### src/hw/rtl/esp_pkg.sv
package esp_pkg;

	// Configuration port geometry
	localparam int CFG_INDEX_W = 3;
	localparam int CFG_DATA_W  = 16;

	// Register indexes on the configuration port
	typedef enum logic [CFG_INDEX_W-1:0] {
		REG_DRIVE_ATTACHED      = 3'd0,
		REG_CURRENT_THRESHOLD   = 3'd1,
		REG_MIN_DEMANDED_SPEED  = 3'd2,
		REG_MIN_POSITION_ERROR  = 3'd3,
		REG_MAX_STILL_EXCURSION = 3'd4,
		REG_WINDOW_TICKS        = 3'd5
	} cfg_reg_t;

	typedef struct packed {
		logic        drive_attached;
		logic [14:0] current_threshold;
		logic [14:0] min_demanded_speed;
		logic [14:0] min_position_error;
		logic [15:0] max_still_excursion;
		logic [15:0] window_ticks;
	} cfg_t;

	typedef struct packed {
		logic               drive_enabled;
		logic signed [15:0] torque_current;
		logic signed [15:0] demanded_speed;
		logic signed [15:0] position_error;
		logic        [15:0] encoder_angle;
	} in_word_t;

	typedef struct packed {
		logic        encoder_loss;
		logic [15:0] still_count;
	} out_word_t;

	// Magnitude of a signed 16-bit value; full-scale negative gives 32768
	function automatic logic [15:0] mag16(input logic signed [15:0] v);
		logic [15:0] u;
		u = v;
		return u[15] ? (~u + 16'd1) : u;
	endfunction

endpackage

### src/hw/rtl/esp_if.sv
// Input word channel: one evaluation tick
interface esp_in_if;
	logic               valid;
	logic               ready;
	logic               drive_enabled;
	logic signed [15:0] torque_current;
	logic signed [15:0] demanded_speed;
	logic signed [15:0] position_error;
	logic        [15:0] encoder_angle;

	modport source (
		output valid, drive_enabled, torque_current, demanded_speed,
		       position_error, encoder_angle,
		input  ready
	);
	modport sink (
		input  valid, drive_enabled, torque_current, demanded_speed,
		       position_error, encoder_angle,
		output ready
	);
endinterface

// Result word channel
interface esp_out_if;
	logic        valid;
	logic        ready;
	logic        encoder_loss;
	logic [15:0] still_count;

	modport source (output valid, encoder_loss, still_count, input ready);
	modport sink (input valid, encoder_loss, still_count, output ready);
endinterface

### src/hw/rtl/esp_cfg.sv
module esp_cfg (
	input  logic                                clk,
	input  logic                                arst_n,
	input  logic                                cfg_wr_en,
	input  logic [esp_pkg::CFG_INDEX_W-1:0]     cfg_index,
	input  logic [esp_pkg::CFG_DATA_W-1:0]      cfg_data,
	output esp_pkg::cfg_t                       cfg
);
	import esp_pkg::*;

	cfg_t cfg_q;

	// Write the addressed register; unknown indexes are dropped
	always_ff @(posedge clk or negedge arst_n) begin
		if (!arst_n) begin
			cfg_q.drive_attached      <= 1'b0;
			cfg_q.current_threshold   <= '0;
			cfg_q.min_demanded_speed  <= '0;
			cfg_q.min_position_error  <= '0;
			cfg_q.max_still_excursion <= '0;
			cfg_q.window_ticks        <= 16'd1;
		end else if (cfg_wr_en) begin
			case (cfg_reg_t'(cfg_index))
				REG_DRIVE_ATTACHED:      cfg_q.drive_attached      <= cfg_data[0];
				REG_CURRENT_THRESHOLD:   cfg_q.current_threshold   <= cfg_data[14:0];
				REG_MIN_DEMANDED_SPEED:  cfg_q.min_demanded_speed  <= cfg_data[14:0];
				REG_MIN_POSITION_ERROR:  cfg_q.min_position_error  <= cfg_data[14:0];
				REG_MAX_STILL_EXCURSION: cfg_q.max_still_excursion <= cfg_data;
				REG_WINDOW_TICKS:        cfg_q.window_ticks        <= cfg_data;
				default: ;
			endcase
		end
	end

	assign cfg = cfg_q;

endmodule

### src/hw/rtl/esp_eval.sv
module esp_eval #(
	parameter int ANGLE_BITS = 16
) (
	input  logic                clk,
	input  logic                arst_n,
	input  esp_pkg::cfg_t       cfg,
	input  logic                step,
	input  esp_pkg::in_word_t   word_s1,
	output esp_pkg::out_word_t  result
);
	import esp_pkg::*;

	// Compare width covers both the angle and the 16-bit excursion limit
	localparam int CMP_W = (ANGLE_BITS > 16) ? ANGLE_BITS : 16;

	logic                  tracking_q, tracking_n;
	logic [ANGLE_BITS-1:0] anchor_q, anchor_n;
	logic [15:0]           still_q, still_n;
	logic                  latched_q, latched_n;
	logic                  loss;

	logic [CMP_W-1:0]      angle_ext;
	logic [ANGLE_BITS-1:0] reading;
	logic [ANGLE_BITS-1:0] delta;
	logic [ANGLE_BITS-1:0] excursion;
	logic                  pushing;
	logic                  demanding;
	logic                  moved;
	logic [15:0]           still_inc;

	// Wrapped excursion from the anchor
	assign angle_ext = CMP_W'(word_s1.encoder_angle);
	assign reading   = angle_ext[ANGLE_BITS-1:0];
	assign delta     = reading - anchor_q;
	assign excursion = delta[ANGLE_BITS-1] ? (~delta + 1'b1) : delta;
	assign moved     = CMP_W'(excursion) >= CMP_W'(cfg.max_still_excursion);

	// Drive effort checks
	assign pushing   = mag16(word_s1.torque_current) >= {1'b0, cfg.current_threshold};
	assign demanding = (mag16(word_s1.demanded_speed) >= {1'b0, cfg.min_demanded_speed}) ||
	                   (mag16(word_s1.position_error) >= {1'b0, cfg.min_position_error});

	// Saturating still counter
	assign still_inc = (still_q != 16'hFFFF) ? (still_q + 16'd1) : still_q;

	// Next state for this tick
	always_comb begin
		tracking_n = tracking_q;
		anchor_n   = anchor_q;
		still_n    = still_q;
		latched_n  = latched_q;
		loss       = 1'b0;
		if (cfg.drive_attached) begin
			if (!word_s1.drive_enabled) begin
				tracking_n = 1'b0;
				still_n    = '0;
				latched_n  = 1'b0;
			end else if (latched_q || !(pushing && demanding)) begin
				tracking_n = 1'b0;
				still_n    = '0;
			end else if (!tracking_q || moved) begin
				anchor_n   = reading;
				still_n    = '0;
				tracking_n = 1'b1;
			end else if (still_inc >= cfg.window_ticks) begin
				latched_n  = 1'b1;
				tracking_n = 1'b0;
				still_n    = '0;
				loss       = 1'b1;
			end else begin
				still_n    = still_inc;
			end
		end
	end

	// Advance the tracking state once per evaluated word
	always_ff @(posedge clk or negedge arst_n) begin
		if (!arst_n) begin
			tracking_q <= 1'b0;
			anchor_q   <= '0;
			still_q    <= '0;
			latched_q  <= 1'b0;
		end else if (step) begin
			tracking_q <= tracking_n;
			anchor_q   <= anchor_n;
			still_q    <= still_n;
			latched_q  <= latched_n;
		end
	end

	assign result.encoder_loss = loss;
	assign result.still_count  = still_n;

endmodule

### src/hw/rtl/encoder_stall_plausibility_monitor.sv
// Encoder stall plausibility monitor.
// The sample channel takes one evaluation tick per word: drive enable, torque
// current, demanded speed, position error and encoder angle. The result
// channel returns one word per sample: the encoder loss pulse and the still
// tick count after that tick. Thresholds, excursion limit and window length
// are written through the configuration port; the user must do so only while
// no sample is in flight, as the block itself does not enforce it.
// A result word passes through the input register, then the evaluation logic
// feeding the result register.
// Throughput: one sample per cycle while the receiver takes results, set by the
// single evaluation stage whose tracking state is read and updated in the same cycle.
// Reset clears the pipeline, the tracking state and the loss latch, and
// loads the register defaults (window of one tick, every other register 0).
// When the receiver stalls, the result register holds its word; the input
// register still takes one more sample, and then sample ready drops until
// the result is taken.
module encoder_stall_plausibility_monitor #(
	parameter int ANGLE_BITS = 16
) (
	input  logic                               clk,
	input  logic                               arst_n,
	esp_in_if.sink                             sample,
	esp_out_if.source                          result,
	input  logic                               cfg_wr_en,
	input  logic [esp_pkg::CFG_INDEX_W-1:0]    cfg_index,
	input  logic [esp_pkg::CFG_DATA_W-1:0]     cfg_data
);
	import esp_pkg::*;

	cfg_t      cfg;
	in_word_t  word_s1;
	logic      valid_s1;
	out_word_t eval_res;
	out_word_t res_s2;
	logic      valid_s2;
	logic      advance;
	logic      step;

	esp_cfg u_cfg (
		.clk       (clk),
		.arst_n    (arst_n),
		.cfg_wr_en (cfg_wr_en),
		.cfg_index (cfg_index),
		.cfg_data  (cfg_data),
		.cfg       (cfg)
	);

	// Pipeline moves when the result register is free or being emptied
	assign advance      = !valid_s2 || result.ready;
	assign step         = valid_s1 && advance;
	assign sample.ready = !valid_s1 || advance;

	// Input register
	always_ff @(posedge clk or negedge arst_n) begin
		if (!arst_n) begin
			valid_s1 <= 1'b0;
		end else if (sample.ready) begin
			valid_s1 <= sample.valid;
		end
	end

	always_ff @(posedge clk) begin
		if (sample.ready && sample.valid) begin
			word_s1.drive_enabled  <= sample.drive_enabled;
			word_s1.torque_current <= sample.torque_current;
			word_s1.demanded_speed <= sample.demanded_speed;
			word_s1.position_error <= sample.position_error;
			word_s1.encoder_angle  <= sample.encoder_angle;
		end
	end

	esp_eval #(
		.ANGLE_BITS (ANGLE_BITS)
	) u_eval (
		.clk     (clk),
		.arst_n  (arst_n),
		.cfg     (cfg),
		.step    (step),
		.word_s1 (word_s1),
		.result  (eval_res)
	);

	// Result register
	always_ff @(posedge clk or negedge arst_n) begin
		if (!arst_n) begin
			valid_s2 <= 1'b0;
		end else if (advance) begin
			valid_s2 <= valid_s1;
		end
	end

	always_ff @(posedge clk) begin
		if (step) begin
			res_s2 <= eval_res;
		end
	end

	assign result.valid        = valid_s2;
	assign result.encoder_loss = res_s2.encoder_loss;
	assign result.still_count  = res_s2.still_count;

endmodule

### src/flat_wrapper.sv
// flat-port wrapper written by rule: the top's interface ports become plain ports
module encoder_stall_plausibility_monitor_flat import esp_pkg::*;
#(
	parameter int ANGLE_BITS = 16
)
  (clk, arst_n, cfg_wr_en, cfg_index, cfg_data, sample_valid, sample_drive_enabled, sample_torque_current, sample_demanded_speed, sample_position_error, sample_encoder_angle, sample_ready, result_valid, result_encoder_loss, result_still_count, result_ready);
  esp_in_if sample_i ();
  esp_out_if result_i ();
  input  logic clk;
  input  logic arst_n;
  input  logic cfg_wr_en;
  input  logic [esp_pkg::CFG_INDEX_W-1:0] cfg_index;
  input  logic [esp_pkg::CFG_DATA_W-1:0] cfg_data;
  input wire logic [$bits(sample_i.valid)-1:0] sample_valid;
  input wire logic [$bits(sample_i.drive_enabled)-1:0] sample_drive_enabled;
  input wire logic [$bits(sample_i.torque_current)-1:0] sample_torque_current;
  input wire logic [$bits(sample_i.demanded_speed)-1:0] sample_demanded_speed;
  input wire logic [$bits(sample_i.position_error)-1:0] sample_position_error;
  input wire logic [$bits(sample_i.encoder_angle)-1:0] sample_encoder_angle;
  output wire logic [$bits(sample_i.ready)-1:0] sample_ready;
  output wire logic [$bits(result_i.valid)-1:0] result_valid;
  output wire logic [$bits(result_i.encoder_loss)-1:0] result_encoder_loss;
  output wire logic [$bits(result_i.still_count)-1:0] result_still_count;
  input wire logic [$bits(result_i.ready)-1:0] result_ready;
  assign sample_i.valid = sample_valid;
  assign sample_i.drive_enabled = sample_drive_enabled;
  assign sample_i.torque_current = sample_torque_current;
  assign sample_i.demanded_speed = sample_demanded_speed;
  assign sample_i.position_error = sample_position_error;
  assign sample_i.encoder_angle = sample_encoder_angle;
  assign sample_ready = sample_i.ready;
  assign result_valid = result_i.valid;
  assign result_encoder_loss = result_i.encoder_loss;
  assign result_still_count = result_i.still_count;
  assign result_i.ready = result_ready;
  encoder_stall_plausibility_monitor #(.ANGLE_BITS(ANGLE_BITS)) u_core (.clk(clk), .arst_n(arst_n), .sample(sample_i), .result(result_i), .cfg_wr_en(cfg_wr_en), .cfg_index(cfg_index), .cfg_data(cfg_data));
endmodule
### config.mk
export PLATFORM = sky130hd
export DESIGN_NAME = encoder_stall_plausibility_monitor_flat
export DESIGN_NICKNAME = d
export VERILOG_FILES = /design/src/hw/rtl/esp_pkg.sv /design/src/hw/rtl/esp_if.sv /design/src/hw/rtl/esp_cfg.sv /design/src/hw/rtl/esp_eval.sv /design/src/hw/rtl/encoder_stall_plausibility_monitor.sv /design/src/flat_wrapper.sv
export SDC_FILE = /design/constraint.sdc
export NUM_CORES = 1
export LEC_CHECK = 0
export ABC_AREA = 1
export BUFFER_PORTS_ARGS = -buffer_cell sky130_fd_sc_hd__buf_4
export CAP_MARGIN = 20
export CORE_UTILIZATION = 55
export DETAILED_ROUTE_END_ITERATION = 12
export PLACE_DENSITY_LB_ADDON = 0.05
export SLEW_MARGIN = 10
export SYNTH_ARGS = -nofsm -noshare
export SYNTH_HDL_FRONTEND = slang
export SYNTH_HIERARCHICAL = 1
export SYNTH_SLANG_ARGS = --single-unit
### constraint.sdc
create_clock -name clk -period 5.3 [get_ports clk]
set_input_delay 0.53 -clock clk [delete_from_list [all_inputs] [get_ports clk]]
set_output_delay 0.53 -clock clk [all_outputs]
set_load 0.05 [all_outputs]
==> metrics.txt, run 1 <==
share of cells above drive strength 1=~10%; Seq/Total Area, Yosys=between 40 and 50%; Clock Pin Slew Worst Setup and Hold Paths=~0.07 ns; setup slack, reg-to-reg=0.62 ns; RR Startpoint=u_core/word_s1[4]; crit end category=flip-flop; initial core utilization=roughly 57%; die height=around 150 µm; status=completed; Mapped Nets=roughly 1700; Finish-stage setup viols=0; Final period util=88.3%; Layout Utilization=a little under two thirds; GP Congestion=0.921; Max FO, Critical Path=20; Power Density=about 420 nW/µm²; Post-DP Area=between 10000 and 15000 µm²; max_cap viols=0; RSZ-0062 raised after global routing=false; H-Tree Depth=4; Filler Cell Count=1906; Reg2Reg Capture Point=u_core/u_eval/anchor_q[2]; fmax=roughly 0.21 GHz; Synth Area per Inst=approximately 8 µm²; Synth cell types=46; Seq cells post-synth=between 150 and 200; Hold Vio Cnt, Final=0; CTS tree=done; crit path time final=about 4.7 ns; Worst EP arrival=4.99 ns; Layout area overhead=12.8%; final net count=1790; area of the multi-input gates=5740 µm²; worst min-delay path category=in2async; final instance area=13600 µm²; die width=around 150 µm; hold buffer count at CTS=0; vias in the first global route=9022; # rows=53; largest net degree at the start of global routing=between 60 and 70; number of synthesized flops with an enable pin=a little over 80; normalized max-slew margin=between 40 and 50%; initial drt markers=approximately 590; GRT overflow=0; total CTS buffers=17; first-pass GRT wire length=~44000 µm; core outline area=approximately 21000 µm²; Slew Viols, Final=0; hpwl dp=between 15000 and 20000 µm; Die ar.=22500 µm²; router iterations before antenna repair=5; Data required, critical path=5.61 ns; WS Path Type=reg2reg; via count=around 9900; r2r worst-path depth=22; drt via density=roughly 5.2; register area=~5300 µm²; WL per Instance=~14 µm; initial antenna violation count=0; IR Drop Worst-Case VDD=0.201 mV; Post-CTS Setup Inserts=0; Syn Inst Count=roughly 1500; synthesized area=12100 µm²; Post-CTS Resized=0; Final TNS setup=0 ns; Worst-Margin Slew=0.899 ns; Synthesis Warnings=6; root buf cell=clkbuf_16; Main synth FF type=dfrtp_1; Sink Count=between 150 and 200; Worst Skew=about 0.015 ns; maximum root-to-sink buffer count=2; antenna viol nets, final=0; ys async rst share=between 50% and 60%; I/O Pins=approximately 110; # DRC=0; GR Util All Layers=25.0%; kind of start point of the critical path=flip-flop; drt total wl=about 27000 µm; clk_lat worst skew=between 0.4 and 0.5 ns; Leak Pwr=between 6 and 7 nW; n_diodes=0; # port buffers=roughly 110
==> worst max-delay path: stages, from the launching register on <==
cell	delay (ns)
edfxtp_1	0.41
ha_1	0.37
a21oi_1	0.31
o21ai_0	0.17
inv_1	0.10
nand2_1	0.08
nand3_1	0.08
nand2_1	0.08
xor2_2	0.57
o21ai_0	0.24
xor2_1	0.18
inv_1	0.06
ha_1	0.29
nand2_1	0.06
o21ai_0	0.19
a21o_1	0.13
nand2_1	0.04
nand3_1	0.07
nor2_1	0.05
inv_1	0.51
nand3_4	0.33
nand2_1	0.14
nand2_1	0.07
==> logic make-up after synthesis <==
family	synth area share, %
adders and majority gates	10.2
AOI/OAI and AO/OA	5.65
and+or+nand+nor	26.9
DFF	44.1
xor gates and xnor gates	4.71
buffers and inverters	8.44
==> synthesized netlist by cell type, types with 2 or more instances <==
| library cell | count | area (µm²) |
|---|---|---|
| inv_2 | 4 | 15.0 |
| nand4_1 | 35 | 219 |
| nor2_1 | 99 | 372 |
| nand3_1 | 110 | 551 |
| clkinv_1 | 2 | 7.51 |
| a21oi_1 | 59 | 295 |
| nor4_1 | 4 | 25.0 |
| edfxtp_1 | 82 | 2460 |
| nor3_1 | 15 | 75.1 |
| xnor2_1 | 16 | 140 |
| nand2_2 | 4 | 25.0 |
| inv_1 | 217 | 815 |
| ha_1 | 97 | 1210 |
| dfrtp_1 | 113 | 2830 |
| nand2_1 | 480 | 1800 |
| o21bai_1 | 2 | 15.0 |
| a21o_1 | 4 | 30.0 |
| buf_6 | 3 | 33.8 |
| o21ai_0 | 47 | 235 |
| nand3b_1 | 2 | 15.0 |
| clkbuf_1 | 12 | 45.0 |
| buf_2 | 14 | 70.1 |
| buf_4 | 3 | 22.5 |
| xor2_1 | 47 | 412 |
| o31ai_1 | 4 | 30.0 |
| nor2_2 | 4 | 25.0 |
| a31oi_1 | 4 | 25.0 |
| nor2_4 | 4 | 45.0 |
| o21a_1 | 2 | 15.0 |
==> metrics by stage <==
step	worst slack (ns)	total power [mW]	hold WS (ns)	cells
global route	0.102	6.17	0.204	1891
detailed placement	0.686	4.48	0.458	1859
finish	0.619	5.67	0.148	1891
floorplan	1.58	3.84	0.234	1506
global placement	0.784	4.42	0.454	1859
CTS	0.658	5.72	0.178	1891
==> worst max-delay path by stage <==
stage | cells after the start | from | endpoint | slack [ns]
2_1_floorplan | 26 | u_core/word_s1[0] | u_core/result.encoder_loss | 1.58
3_3_place_gp | 22 | u_core/word_s1[4] | u_core/u_eval/anchor_q[0] | 0.78
3_5_place_dp | 22 | u_core/word_s1[4] | u_core/u_eval/anchor_q[2] | 0.69
4_1_cts | 22 | u_core/word_s1[4] | u_core/u_eval/anchor_q[2] | 0.66
5_1_grt | 22 | u_core/word_s1[4] | u_core/u_eval/anchor_q[1] | 0.10
6_report | 22 | u_core/word_s1[4] | u_core/u_eval/anchor_q[2] | 0.62
==> routing by layer <==
layer | vias up | GRT usage (%) | wire (µm)
met5 | - | 0 | 0
met4 | 0 | 5.66 | 232
met3 | 16 | 4.36 | 1290
met2 | 236 | 41.1 | 12800
met1 | 4571 | 34.4 | 12600
li1 | 5027 | - | -
==> cells in the final DEF, fill, tap and decap left out, types with 4 or more instances in the layout <==
cell type and n:
nor2_1 99, a31oi_1 4, nor2_2 4, inv_2 5
dfrtp_1 113, nor3_1 15, clkbuf_1 5, nor2_4 4
inv_1 216, o21ai_0 47, nand2_2 4, nand4_1 35
ha_1 97, xor2_1 47, clkbuf_16 18, buf_4 111
nand3_1 110, xnor2_1 16, nand2_1 480, edfxtp_1 82
a21oi_1 58, a21o_1 4, o31ai_1 4, nor4_1 4
==> flip-flops by register name (all words and copies together), names as in the netlist, 16 cells and up <==
signal and flops:
u_core/u_eval/anchor_q 16, u_core/u_eval/still_q 16, u_core/word_s1 65, u_core/result.still_count 16, u_core/u_cfg/cfg 78
==> layout make-up <==
cell class	count	area share, %
Multi-Input combinational cell	1053	42.1
Inverter	224	6.20
Sequential cell	196	39.1
Tap cell	275	2.53
Timing Repair Buffer	111	6.12
Clock buffer	23	3.45
Clock inverter	9	0.515
==> report_power, final <==
group	internal, mW	switching [mW]
Clock	0.635	0.574
Combinational	0.923	1.60
Sequential	1.81	0.131
Note: power is estimated with default switching activity, not from simulation.
==> run 2, diff against run 1 <==
- MAX_ROUTING_LAYER: unset -> met4
==> run 2 against run 1 <==
Fmax is 3.7% higher. Critical endpoint is now u_core/result.still_count[3]. Setup slack improved by 0.17 ns. Wire length up 0.19%. Highest routed layer unchanged. Largest power group unchanged. Largest cell class unchanged. Clock power hardly changed. Global-route usage is 1.0 points higher. Power is essentially flat. Final cell count barely moved. Non-clock buffer count up 1.
==> metrics.txt, run 2 (synthesis results as in run 1) <==
Clock Pin Slew Worst Setup and Hold Paths=roughly 0.080 ns; Post-CTS Setup Inserts=0; Post-DP Area=13100 µm²; Worst-Margin Slew=~0.9 ns; Finish-stage setup viols=0; I/O Pins=approximately 110; largest net degree at the start of global routing=75; Worst Skew=approximately 0.013 ns; first-pass GRT wire length=between 40000 and 50000 µm; die height=~150 µm; share of cells above drive strength 1=10.5%; crit path time final=between 4 and 5 ns; Final TNS setup=0 ns; GP Congestion=between 0.9 and 1; n_diodes=0; hold buffer count at CTS=0; Layout Utilization=between 60% and 70%; Leak Pwr=6.99 nW; maximum root-to-sink buffer count=2; fmax=0.222 GHz; GR Util All Layers=about a quarter; final net count=between 1500 and 2000; IR Drop Worst-Case VDD=0.252 mV; core outline area=21300 µm²; # DRC=0; # port buffers=107; WS Path Type=reg2reg; final worst slack=just under 0.8 ns; max_cap viols=0; total CTS buffers=17; Final period util=about 85%; Worst EP arrival=around 4.8 ns; clk_lat worst skew=approximately 0.44 ns; Data required, critical path=around 5.6 ns; GRT overflow=0; worst min-delay path category=in2async; commonest non-fill, non-tap cells in the layout=480 x nand2_1, 216 x inv_1, 113 x dfrtp_1; Post-CTS Resized=0; hpwl dp=19600 µm; Layout area overhead=13.0%; initial drt markers=between 600 and 700; WL per Instance=between 10 and 15 µm; die width=between 150 and 200 µm; drt total wl=approximately 27000 µm; initial antenna violation count=0; initial core utilization=56.7%; max FFs per register=around 80; # rows=between 50 and 60; drt via density=around 5.2; RSZ-0062 raised after global routing=false; status=completed; commonest non-fill, non-tap cell in the layout=nand2_1; Die ar.=22500 µm²; via count=between 9000 and 10000; root buf cell=clkbuf_16; vias in the first global route=a little over 9000; Hold Vio Cnt, Final=0; router iterations before antenna repair=6; crit end category=flip-flop; Pwr Total=around 5.7 mW; Slew Viols, Final=0; Sink Count=just under 200; worst slack at placement=~0.83 ns; H-Tree Depth=4; Max FO, Critical Path=18; Power Density=roughly 420 nW/µm²; CTS tree=done; Filler Cell Count=between 1500 and 2000; kind of start point of the critical path=flip-flop; normalized max-slew margin=around two fifths; antenna viol nets, final=0; final instance area=around 14000 µm²
[run 2: cell count changes in the layout (fill, tap and decap cells not counted), sizes merged]
cell / change
clkinv: +5
inv: +1
buf: +1
clkinvlp: -1
clkbuf: -5
[run 2: power breakdown]
part           switching [mW]  internal (mW)
clock network           0.621          0.617
logic                    1.57          0.925
registers               0.126           1.81
[run 2: path summary, 6_finish.rpt]
kind | start | to | slack (ns) | depth (start not counted)
max in group asynchronous | arst_n | u_core/u_cfg/cfg[69] | 3.86 | 2
max | u_core/word_s1[4] | u_core/result.still_count[3] | 0.79 | 22
min in group clk | sample_demanded_speed[15] | u_core/word_s1[47] | 0.26 | 1
max reg2reg | u_core/word_s1[4] | u_core/result.still_count[3] | 0.79 | 22
min | arst_n | u_core/u_eval/still_q[11] | 0.08 | 1
min reg2reg | u_core/u_eval/anchor_q[4] | u_core/u_eval/anchor_q[4] | 0.47 | 2
[run 2: layout make-up]
cell class / count / area [µm²] / area share, %
clock inverter: 14 / 124 / 0.909
clock buffer: 18 / 429 / 3.15
multi-input combinational: 1053 / 5740 / 42.1
sequential: 196 / 5320 / 39.0
timing repair buffer: 112 / 841 / 6.17
tap: 275 / 344 / 2.52
inverter: 224 / 843 / 6.19
[run 2: through the flow]
step	cells	hold slack [ns]
2_1_floorplan	1506	0.234
3_3_place_gp	1860	0.454
3_5_place_dp	1860	0.458
4_1_cts	1892	0.0987
5_1_grt	1892	0.117
6_report	1892	0.0829
[run 2: per-layer routing]
| metal | track usage (%) | vias up | share of wire (%) | wire length (µm) |
|---|---|---|---|---|
| met3 | 4.52 | 41 | 5.0 | 1340 |
| li1 | - | 5031 | - | - |
| met2 | 40.9 | 260 | 46 | 12300 |
| met5 | - | - | 0 | 0 |
| met1 | 34.8 | 4527 | 47 | 12800 |
| met4 | 6.92 | 0 | 1.9 | 514 |
[run 2: critical path, stage by stage (launching register included)]
cell and delay, ns:
edfxtp_1 0.41, ha_1 0.37, a21oi_1 0.29, o21ai_0 0.15, inv_1 0.09, nand2_1 0.07
nand3_1 0.07, nand2_1 0.09, xor2_2 0.56, o21ai_0 0.24, xor2_1 0.18, inv_1 0.06
ha_1 0.29, a21oi_1 0.13, o21ai_0 0.09, a21o_1 0.18, nand2_1 0.05, nand3_1 0.08
nor2_1 0.14, nand2_1 0.25, nor2_4 0.40, nand2_1 0.09, o21ai_0 0.09
==> run 3, diff against run 2 <==
- PLACE_DENSITY: unset -> 0.82
- PLACE_DENSITY_LB_ADDON: 0.05 -> unset
==> run 3 against run 2 <==
Combinational power is essentially flat. Sequential power about the same. Non-clock buffer count fell by 1. Setup slack lost 0.21 ns. Power is 0.11% lower. Count of clock-buffer cells in the layout is 1 lower. Wire length barely moved. Register-to-register slack got worse by 0.21 ns. Critical path type unchanged. Critical endpoint is now u_core/result.still_count[13]. Highest routed layer unchanged.
==> metrics.txt, run 3 (synthesis results as in run 1) <==
Leak Pwr=~7.0 nW; normalized max-slew margin=about 40%; antenna viol nets, final=0; Data required, critical path=roughly 5.6 ns; die height=150 µm; root buf cell=clkbuf_16; Sink Count=196; drt via density=around 5.3; crit path time final=between 4 and 5 ns; Min Hold Slack=0.167 ns; share of cells above drive strength 1=a little over a tenth; GR Util All Layers=26.2%; via count=between 10000 and 15000; first-pass GRT wire length=45300 µm; kind of start point of the critical path=flip-flop; total CTS buffers=17; crit end category=flip-flop; Clock Power Share=between 20% and 30%; WS Path Type=reg2reg; maximum root-to-sink buffer count=2; worst min-delay path category=in2async; WL per Instance=14.2 µm; worst slack at placement=0.647 ns; RSZ-0062 raised after global routing=false; Die ar.=22500 µm²; largest net degree at the start of global routing=66; Slew Viols, Final=0; max FFs per register=between 70 and 80; P_int=3.35 mW; final net count=around 1800; final worst slack=approximately 0.57 ns; Worst-Margin Slew=0.910 ns; Max FO, Critical Path=16; Final TNS setup=0 ns; clk_lat worst skew=between 0.4 and 0.5 ns; initial core utilization=between 50 and 60%; Net Switching=around 2.3 mW; initial drt markers=between 700 and 800; number of instances in the placed design=1859; die width=approximately 150 µm; sequential power share=34.3%; Hold Vio Cnt, Final=0; Post-CTS Setup Inserts=0; # DRC=0; IR Drop Worst-Case VDD=0.322 mV; CTS tree=done; GP Congestion=around 0.94; Layout Utilization=around 64%; Finish-stage setup viols=0; Switching Fraction=around 41%; vias in the first global route=between 9000 and 10000; Gate power share=about 44%; H-Tree Depth=4; initial antenna violation count=0; status=completed; core outline area=between 20000 and 25000 µm²; Final period util=89.2%; max_cap viols=0; hpwl dp=19700 µm; Layout area overhead=13.0%; Worst Skew=between 0.01 and 0.015 ns; commonest non-fill, non-tap cells in the layout=480 x nand2_1, 215 x inv_1, 113 x dfrtp_1; GRT overflow=0; fmax=roughly 0.21 GHz; Worst EP arrival=between 4 and 5 ns; drt total wl=26900 µm; # rows=between 50 and 60; commonest non-fill, non-tap cell in the layout=nand2_1; n_diodes=0; router iterations before antenna repair=7; Non-Filler Instances=around 1900; I/O Pins=approximately 110; Power Density=between 400 and 500 nW/µm²; Clock Pin Slew Worst Setup and Hold Paths=approximately 0.07 ns; # port buffers=about 110
[run 3: final cells by class]
type / count / area, µm²
inverter: 224 / 847
sequential: 196 / 5320
timing repair buffer: 111 / 833
multi-input combinational: 1053 / 5750
fill: 1770 / 7650
clock buffer: 17 / 425
clock inverter: 15 / 123
tap: 275 / 344
[run 3: per-layer routing]
layer	track usage [%]	wire, µm
met1	33.4	11900
met2	43.4	13000
met3	3.24	1470
met4	8.64	518
met5	-	0
[run 3: critical path, stage by stage, from the launching register on]
cell and delay, ns:
edfxtp_1 0.39, inv_1 0.07, ha_1 0.14, inv_1 0.07
fa_1 0.46, nand3_1 0.14, nand2_1 0.11, nand2_1 0.11
nand3_1 0.09, nor2_1 0.24, nand3_1 0.13, nor2_1 0.16
nand4_1 0.13, nor2_1 0.13, nand4_1 0.09, nor2_1 0.14
ha_1 0.27, a21oi_1 0.14, o21ai_0 0.11, nor2_1 0.14
nand3_1 0.09, nor2_1 0.21, nand2_1 0.35, nor2_4 0.44
nand2_1 0.09, o21ai_0 0.12
[run 3: power by group through the flow]
stage,clock (mW),combinational [mW],sequential [mW]
after detailed placement,0,2.45,1.97
after global placement,0,2.36,1.96
final,1.22,2.51,1.94
after floorplan,0,1.88,1.96
after CTS,1.24,2.48,1.94
after global routing,1.29,2.89,1.97
[run 3: stage by stage]
step / power (mW) / area, µm²
after global placement: 4.32 / 13100
after floorplan: 3.84 / 12100
after CTS: 5.65 / 13600
after global routing: 6.15 / 13600
final: 5.67 / 13600
after detailed placement: 4.42 / 13100
[run 3: what timing repair did]
| action | in CTS | in global routing |
|---|---|---|
| endpoints found under the setup margin | 0 | 10 |
| resized for setup | 0 | 2 |
| hold buffers | 0 | 0 |
[run 3: path summary, 6_finish.rpt]
path | from | endpoint | slack (ns) | cells after the start
setup / recovery | u_core/word_s1[0] | u_core/result.still_count[13] | 0.57 | 25
hold / removal | arst_n | u_core/u_eval/anchor_q[9] | 0.17 | 1
setup reg to reg | u_core/word_s1[0] | u_core/result.still_count[13] | 0.57 | 25
hold reg to reg | u_core/u_cfg/cfg[21] | u_core/u_cfg/cfg[21] | 0.48 | 2
max in group asynchronous | arst_n | u_core/u_cfg/cfg[10] | 3.89 | 2
min in group clk | sample_demanded_speed[3] | u_core/word_s1[35] | 0.26 | 1
